<file path="config.mk">
export PLATFORM = sky130hd
export DESIGN_NAME = lru_must_may_cache_update
export DESIGN_NICKNAME = d
export VERILOG_FILES = /design/src/rtl/core/lmmc_pkg.sv /design/src/rtl/core/lru_must_may_cache_update.sv /design/src/rtl/core/lmmc_cell.sv /design/src/rtl/core/lmmc_row.sv
export SDC_FILE = /design/constraint.sdc
export NUM_CORES = 1
export LEC_CHECK = 0
export BUFFER_PORTS_ARGS = -buffer_cell sky130_fd_sc_hd__buf_2
export CAP_MARGIN = 20
export CORE_ASPECT_RATIO = 1.2
export CORE_MARGIN = 2
export CORE_UTILIZATION = 60
export CTS_CLUSTER_DIAMETER = 200
export DETAILED_ROUTE_END_ITERATION = 8
export PLACE_DENSITY = 0.75
export SKIP_CTS_REPAIR_TIMING = 1
export SYNTH_ARGS = -nofsm -noshare
export SYNTH_HDL_FRONTEND = slang
export SYNTH_SLANG_ARGS = --single-unit
</file>
<file path="constraint.sdc">
create_clock -name clk_i -period 9.5 [get_ports clk_i]
set_input_delay 1.9 -clock clk_i [delete_from_list [all_inputs] [get_ports clk_i]]
set_output_delay 1.9 -clock clk_i [all_outputs]
set_load 0.01 [all_outputs]
</file>
<file path="src/rtl/core/lmmc_pkg.sv">
// shared types and constants for the must/may lru cache update block
`default_nettype none

package lmmc_pkg;

  localparam int unsigned Lines    = 8;
  localparam int unsigned AddrW    = 32;
  localparam int unsigned AgeW     = 3;
  localparam int unsigned FillW    = 4;
  localparam int unsigned LineCntW = 4;

  localparam logic [LineCntW-1:0] LineCntReset = LineCntW'(Lines);

  // one entry as it moves down the row
  typedef struct packed {
    logic             valid;
    logic [AddrW-1:0] tag;
  } cell_state_t;

  // per-request control broadcast to every cell
  typedef struct packed {
    logic             step;
    logic             set_hit;
    logic [AddrW-1:0] addr;
  } cell_ctrl_t;

endpackage

`default_nettype wire

</file>
<file path="src/rtl/core/lru_must_may_cache_update.sv">
// Must/may abstract LRU cache classifier. Each request carries one line address and
// updates both sets: every set is a row of eight cells ordered by age, the address is
// compared in all cells at once and the row shifts down toward the hit position (or all
// the way on a miss, dropping entries that reach the line count). One request is taken
// per clock when not stalled; the result sits in an output register, so a new request is
// taken in the same cycle the previous result is taken. The tag compare and shift across
// the cell row sets the cycle time. line_count may only be written while idle.
`default_nettype none

module lru_must_may_cache_update (
  input  logic                          clk_i,
  input  logic                          rst_ni,
  input  logic                          cfg_valid_i,
  output logic                          cfg_ready_o,
  input  logic [lmmc_pkg::LineCntW-1:0] cfg_line_count_i,
  input  logic                          in_valid_i,
  output logic                          in_ready_o,
  input  logic [lmmc_pkg::AddrW-1:0]    access_line_address_i,
  output logic                          out_valid_o,
  input  logic                          out_ready_i,
  output logic                          must_hit_o,
  output logic                          may_hit_o,
  output logic [lmmc_pkg::AgeW-1:0]     must_prior_age_o,
  output logic [lmmc_pkg::FillW-1:0]    must_fill_o,
  output logic [lmmc_pkg::FillW-1:0]    may_fill_o
);

  logic [lmmc_pkg::LineCntW-1:0] line_count_q;
  logic                          out_valid_q, out_valid_d;
  logic                          step;
  logic                          must_hit, may_hit;
  logic [lmmc_pkg::AgeW-1:0]     must_age, may_age;
  logic [lmmc_pkg::FillW-1:0]    must_fill, may_fill;
  logic                          must_hit_q, may_hit_q;
  logic [lmmc_pkg::AgeW-1:0]     must_age_q;
  logic [lmmc_pkg::FillW-1:0]    must_fill_q, may_fill_q;

  assign cfg_ready_o = 1'b1;
  assign in_ready_o  = !out_valid_q || out_ready_i;
  assign step        = in_valid_i && in_ready_o;

  always_comb begin
    out_valid_d = out_valid_q;
    if (step) begin
      out_valid_d = 1'b1;
    end else if (out_ready_i) begin
      out_valid_d = 1'b0;
    end
  end

  always_ff @(posedge clk_i or negedge rst_ni) begin
    if (!rst_ni) begin
      line_count_q <= lmmc_pkg::LineCntReset;
      out_valid_q  <= 1'b0;
    end else begin
      if (cfg_valid_i) begin
        line_count_q <= cfg_line_count_i;
      end
      out_valid_q <= out_valid_d;
    end
  end

  lmmc_row u_must (
    .clk_i        (clk_i),
    .rst_ni       (rst_ni),
    .step_i       (step),
    .addr_i       (access_line_address_i),
    .line_count_i (line_count_q),
    .hit_o        (must_hit),
    .age_o        (must_age),
    .fill_o       (must_fill)
  );

  // with unique ages the inclusive may rule moves the same entries as the must rule
  lmmc_row u_may (
    .clk_i        (clk_i),
    .rst_ni       (rst_ni),
    .step_i       (step),
    .addr_i       (access_line_address_i),
    .line_count_i (line_count_q),
    .hit_o        (may_hit),
    .age_o        (may_age),
    .fill_o       (may_fill)
  );

  always_ff @(posedge clk_i) begin
    if (step) begin
      must_hit_q  <= must_hit;
      may_hit_q   <= may_hit && (may_age == may_age);
      must_age_q  <= must_age;
      must_fill_q <= must_fill;
      may_fill_q  <= may_fill;
    end
  end

  assign out_valid_o      = out_valid_q;
  assign must_hit_o       = must_hit_q;
  assign may_hit_o        = may_hit_q;
  assign must_prior_age_o = must_age_q;
  assign must_fill_o      = must_fill_q;
  assign may_fill_o       = may_fill_q;

endmodule

`default_nettype wire

</file>
<file path="src/rtl/core/lmmc_cell.sv">
// one lru stack position: holds the entry whose age equals its place in the row
`default_nettype none

module lmmc_cell (
  input  logic                 clk_i,
  input  logic                 rst_ni,
  input  lmmc_pkg::cell_ctrl_t ctrl_i,
  input  lmmc_pkg::cell_state_t prev_i,
  input  logic                 in_limit_i,
  input  logic                 hit_above_i,
  output logic                 hit_above_o,
  output logic                 match_o,
  output logic                 valid_nxt_o,
  output lmmc_pkg::cell_state_t state_o
);

  logic                       valid_q, valid_d;
  logic [lmmc_pkg::AddrW-1:0] tag_q, tag_d;
  logic                       shift;

  always_comb begin
    match_o     = valid_q && (tag_q == ctrl_i.addr);
    hit_above_o = hit_above_i | match_o;
    // cells at or above the hit position (all of them on a miss) take the younger entry
    shift       = !hit_above_i;
    // on a miss the entry moved here ages out once it reaches the line count
    valid_d     = shift ? (prev_i.valid && (ctrl_i.set_hit || in_limit_i)) : valid_q;
    tag_d       = shift ? prev_i.tag : tag_q;
    valid_nxt_o = valid_d;
    state_o     = '{valid: valid_q, tag: tag_q};
  end

  always_ff @(posedge clk_i or negedge rst_ni) begin
    if (!rst_ni) begin
      valid_q <= 1'b0;
    end else if (ctrl_i.step) begin
      valid_q <= valid_d;
    end
  end

  always_ff @(posedge clk_i) begin
    if (ctrl_i.step && valid_d) begin
      tag_q <= tag_d;
    end
  end

endmodule

`default_nettype wire

</file>
<file path="src/rtl/core/lmmc_row.sv">
// one abstract lru set: a row of cells ordered by age, youngest first
`default_nettype none

module lmmc_row (
  input  logic                          clk_i,
  input  logic                          rst_ni,
  input  logic                          step_i,
  input  logic [lmmc_pkg::AddrW-1:0]    addr_i,
  input  logic [lmmc_pkg::LineCntW-1:0] line_count_i,
  output logic                          hit_o,
  output logic [lmmc_pkg::AgeW-1:0]     age_o,
  output logic [lmmc_pkg::FillW-1:0]    fill_o
);

  localparam int unsigned N = lmmc_pkg::Lines;

  lmmc_pkg::cell_ctrl_t  ctrl;
  lmmc_pkg::cell_state_t link [N+1];
  logic [N:0]            above;
  logic [N-1:0]          match;
  logic [N-1:0]          valid_nxt;
  logic [N-1:0]          in_limit;

  assign above[0] = 1'b0;
  assign hit_o    = above[N];
  // the new address always enters at the top
  assign link[0]  = '{valid: 1'b1, tag: addr_i};

  always_comb begin
    ctrl.step    = step_i;
    ctrl.set_hit = above[N];
    ctrl.addr    = addr_i;
  end

  for (genvar i = 0; i < N; i++) begin : g_cell
    // the top cell holds the new entry even with a zero line count
    assign in_limit[i] = (i == 0) || (lmmc_pkg::LineCntW'(i) < line_count_i);

    lmmc_cell u_cell (
      .clk_i       (clk_i),
      .rst_ni      (rst_ni),
      .ctrl_i      (ctrl),
      .prev_i      (link[i]),
      .in_limit_i  (in_limit[i]),
      .hit_above_i (above[i]),
      .hit_above_o (above[i+1]),
      .match_o     (match[i]),
      .valid_nxt_o (valid_nxt[i]),
      .state_o     (link[i+1])
    );
  end

  always_comb begin
    age_o  = '0;
    fill_o = '0;
    for (int unsigned i = 0; i < N; i++) begin
      if (match[i] && !above[i]) begin
        age_o = age_o | lmmc_pkg::AgeW'(i);
      end
      fill_o = fill_o + lmmc_pkg::FillW'(valid_nxt[i]);
    end
  end

endmodule

`default_nettype wire

</file>
==> key figures <==
Status
  • Outcome: completed

Timing
  • Minimum clock period: around 6.6 ns
  • Clock skew: roughly 0.015 ns
  • RSZ-0062 raised after global routing: no
  • Final hold vios: 0
  • Setup TNS: 0 ns
  • Hold WS: 0.4655 ns
  • Setup Viol. Count Final: 0
  • Max Clk Rate: 0.1515 GHz
  • Slew headroom: ~45%
  • Worst Tran Pin Value: a little over 0.8 ns
  • Final Slew Violations: 0
  • Crit share post-route: a little under 70%

Worst setup path
  • Classification of the worst setup path: input pin to register
  • Worst endpoint required time: slightly below 10 ns
  • Flop2flop setup slack: around 4.3 ns
  • Endpoint class of the critical path: register
  • Crit path top cell by count: fa_1
  • Crit path cell chain: buf_2 -> xor2_1 -> nor4_1 -> nand4_1 -> nor4_1 -> or4b_1 -> or2_1 -> nor2b_1 -> o22ai_1 -> fa_1 -> fa_1 -> inv_1 -> fa_1 -> inv_1 -> fa_1 -> inv_1
  • Worst R2R End: must_fill_o[1]$_DFFE_PP_
  • Largest stage delay, worst path: roughly 0.70 ns
  • CP Data Arrival Time: 7.03 ns
  • Critical Path Start Type: input pin
  • Worst r2r src: u_must.g_cell[5].u_cell.tag_q[15]$_DFFE_PP_
  • Slowest library cell on the worst path: nor4_1
  • CP endpoint: must_fill_o[1]$_DFFE_PP_
  • Worst setup path startpoint: access_line_address_i[15]
  • Crit Path Max Fanout: 16
  • R2r worst-path depth: 15

Layout
  • N_diodes: 0
  • Area grow syn2layout: 8.581%
  • # fillers: 2580
  • Layout cell share with drive strength beyond 1: a little under an eighth
  • Register area: roughly 15000 um2
  • Area taken by multi-input logic gates: approximately 6400 um2
  • Final Cell Area: between 20000 and 25000 um2
  • Final #Nets: around 1500

Drt
  • DR pass1 iterations: 5
  • Max Used Layer: met4
  • Drt first-iter violations: approximately 1400
  • Via density per instance: ~6
  • Wl on met1: approximately 22 mm
  • DR WL met3: between 3 and 4 mm
  • Routed Antenna Nets: 0
  • Vias: between 10000 and 15000
  • Final wirelength: approximately 56 mm
  • # DRC: 0
  • Wire per inst: between 20 and 30 um
  • Routed length on met2: around 27 mm

Power and ir drop
  • Pleak: approximately 8 nW
  • Peak supply drop: between 0.2 and 0.25 mV
  • Total power: 4.990 mW
  • Pwr/cell area: 205.2 nW/um2

Floorplanning
  • Die Wd: roughly 180 um
  • Die area: 38900 um2
  • Core area: between 30000 and 40000 um2
  • Row count: between 70 and 80
  • Die Y: approximately 220 um
  • Ports: 57
  • Starting Density: ~61%

GRT
  • Largest net degree at the start of global routing: 45
  • Vias in the first global route: between 10000 and 15000
  • First-pass GRT wire length: 81.20 mm
  • Gr ovfl total: 0
  • Antenna violations before repair: 0
  • Total track usage: roughly 29%

Synthesis
  • Synth Area in Compound Gates: 1.547%
  • Ys flop type: edfxtp_1
  • Post-Synth XOR/XNOR Area: 18.54%
  • FFs w/ async S/R, synth: 3.899%
  • Post-synthesis sequential area ratio: ~70%
  • Post-synth EDFFs: 493
  • Simple-Gate Fraction of Synth Area: 6.893%
  • Adder-cell area share of the yosys netlist: 0.9385%
  • Synth Instances: around 1400
  • Synth Warn #: 0
  • Synth Cell Area: 22400 um2
  • Post-synthesis cell type count: 56
  • #FFs+latches synth: 513
  • Mux share of post-synthesis cell area: less than 1%
  • Syn_nets: around 1500
  • Main combinational cell family by area after synthesis: XOR/XNOR gates
  • Syn avg cell area: 15.82 um2

Clock network
  • Root buffer cell: clkbuf_16
  • Worst skew pair latency: 0.56 ns
  • Clk slew on worst S/H paths: around 0.070 ns
  • CTS Buf Count: 48
  • H-tree depth: 2
  • CTS tree: done
  • Clock buffer depth: 3
  • Clock Sinks: 513

Place
  • Hpwl dp: 38.30 mm
  • Post-placement cell area: about 23000 um2
  • GPL Wtd Cong: between 0.9 and 1
  • IO buf count: 55

Job
  • Max_cap viols: 0

Hold path
  • Hold Crit Class: register to register
## cell usage after synthesis, drive strengths merged, types with 5 or more instances
library cell	n	area (um2)
edfxtp	493	14800
inv	21	78.83
o21ai	15	78.82
nor2b	7	43.79
nor4	69	459.2
nand2b	11	68.82
and2	6	37.54
and3	5	31.28
xor2	254	2225
nor3	22	110.1
nand3	23	115.1
mux2	10	112.6
a21oi	6	30.03
nor2	17	63.81
nand2	28	105.1
nand4	65	419.2
buf	67	604.3
dfrtp	19	475.5
fa	8	160.2
xnor2	220	1927
## cell usage in the layout (no fill, tap or decap), drive strengths merged, types with 22 or more instances in the layout
master	n
edfxtp	493
xor2	254
xnor2	220
buf	71
nor4	69
nand4	65
clkbuf	54
nand2	28
clkinv	25
nand3	23
nor3	22
## worst max-delay path: cells and delay by family
kind / cells / cell delay (ns)
fa+ha+maj: 4 / 1.72
compound gates: 1 / 0.35
xor+xnor: 1 / 0.15
buf+inv: 4 / 0.75
simple gates: 6 / 2.16
## cell families after synthesis
| group | after synthesis |
|---|---|
| adder cells (fa/ha/maj) | 12 |
| AND/OR/NAND/NOR | 265 |
| buffers and inverters | 88 |
| multiplexers | 14 |
| flip-flops | 513 |
| other | 1 |
| XOR/XNOR | 474 |
| AO/OA/AOI/OAI | 49 |
## power by group
group,switching (mW),internal [mW]
clock,0.808,1.05
combinational,0.277,0.154
sequential,0.0928,2.61
## area by class of cell
| cell class | count | share of cell area [%] |
|---|---|---|
| Timing Repair Buffer | 71 | 1.626 |
| Clock inverter | 32 | 1.039 |
| Clock buffer | 54 | 5.119 |
| Sequential cell | 513 | 62.94 |
| Inverter | 21 | 0.3241 |
| Multi-Input combinational cell | 815 | 26.52 |
| Tap cell | 474 | 2.439 |
## how the worst min path moves through the flow
stage,start,endpoint,slack (ns),cells past startpoint
after CTS,u_must.g_cell[1].u_cell.tag_q[21]$_DFFE_PP_,u_must.g_cell[2].u_cell.tag_q[21]$_DFFE_PP_,0.47,0
after global placement,u_must.g_cell[6].u_cell.tag_q[1]$_DFFE_PP_,u_must.g_cell[7].u_cell.tag_q[1]$_DFFE_PP_,0.45,0
after floorplan,u_may.g_cell[2].u_cell.tag_q[11]$_DFFE_PP_,u_may.g_cell[3].u_cell.tag_q[11]$_DFFE_PP_,0.43,0
final,u_must.g_cell[1].u_cell.tag_q[21]$_DFFE_PP_,u_must.g_cell[2].u_cell.tag_q[21]$_DFFE_PP_,0.47,0
after detailed placement,u_must.g_cell[6].u_cell.tag_q[7]$_DFFE_PP_,u_must.g_cell[7].u_cell.tag_q[7]$_DFFE_PP_,0.46,0
after global routing,u_must.g_cell[1].u_cell.tag_q[21]$_DFFE_PP_,u_must.g_cell[2].u_cell.tag_q[21]$_DFFE_PP_,0.48,0
## metal layers
layer | vias to the layer above | global-route usage (%)
li1 | 5266 | -
met1 | 6015 | 38.70
met2 | 598 | 47.95
met3 | 145 | 3.291
met4 | 0 | 14.33
met5 | - | 0
## metrics by stage
stage	util, %	cells	worst slack (ns)
6_report	66.08	1980	2.900
5_1_grt	66.08	1980	2.638
4_1_cts	66.08	1980	2.950
3_5_place_dp	62.01	1894	2.386
3_3_place_gp	62.01	1894	2.403
2_1_floorplan	-	1416	3.131
## state kept, by name (all words and copies together), names as in the netlist
| register | count |
|---|---|
| line_count_q | 4 |
| may_fill_o | 4 |
| must_hit_o | 1 |
| may_hit_o | 1 |
| u_must.g_cell.u_cell.tag_q | 224 |
| must_prior_age_o | 3 |
| u_must.g_cell.u_cell.valid_q | 7 |
| u_may.g_cell.u_cell.valid_q | 8 |
| must_fill_o | 4 |
| u_may.g_cell.u_cell.tag_q | 256 |
| out_valid_o | 1 |
No activity file was read; power rests on OpenSTA's default activity.
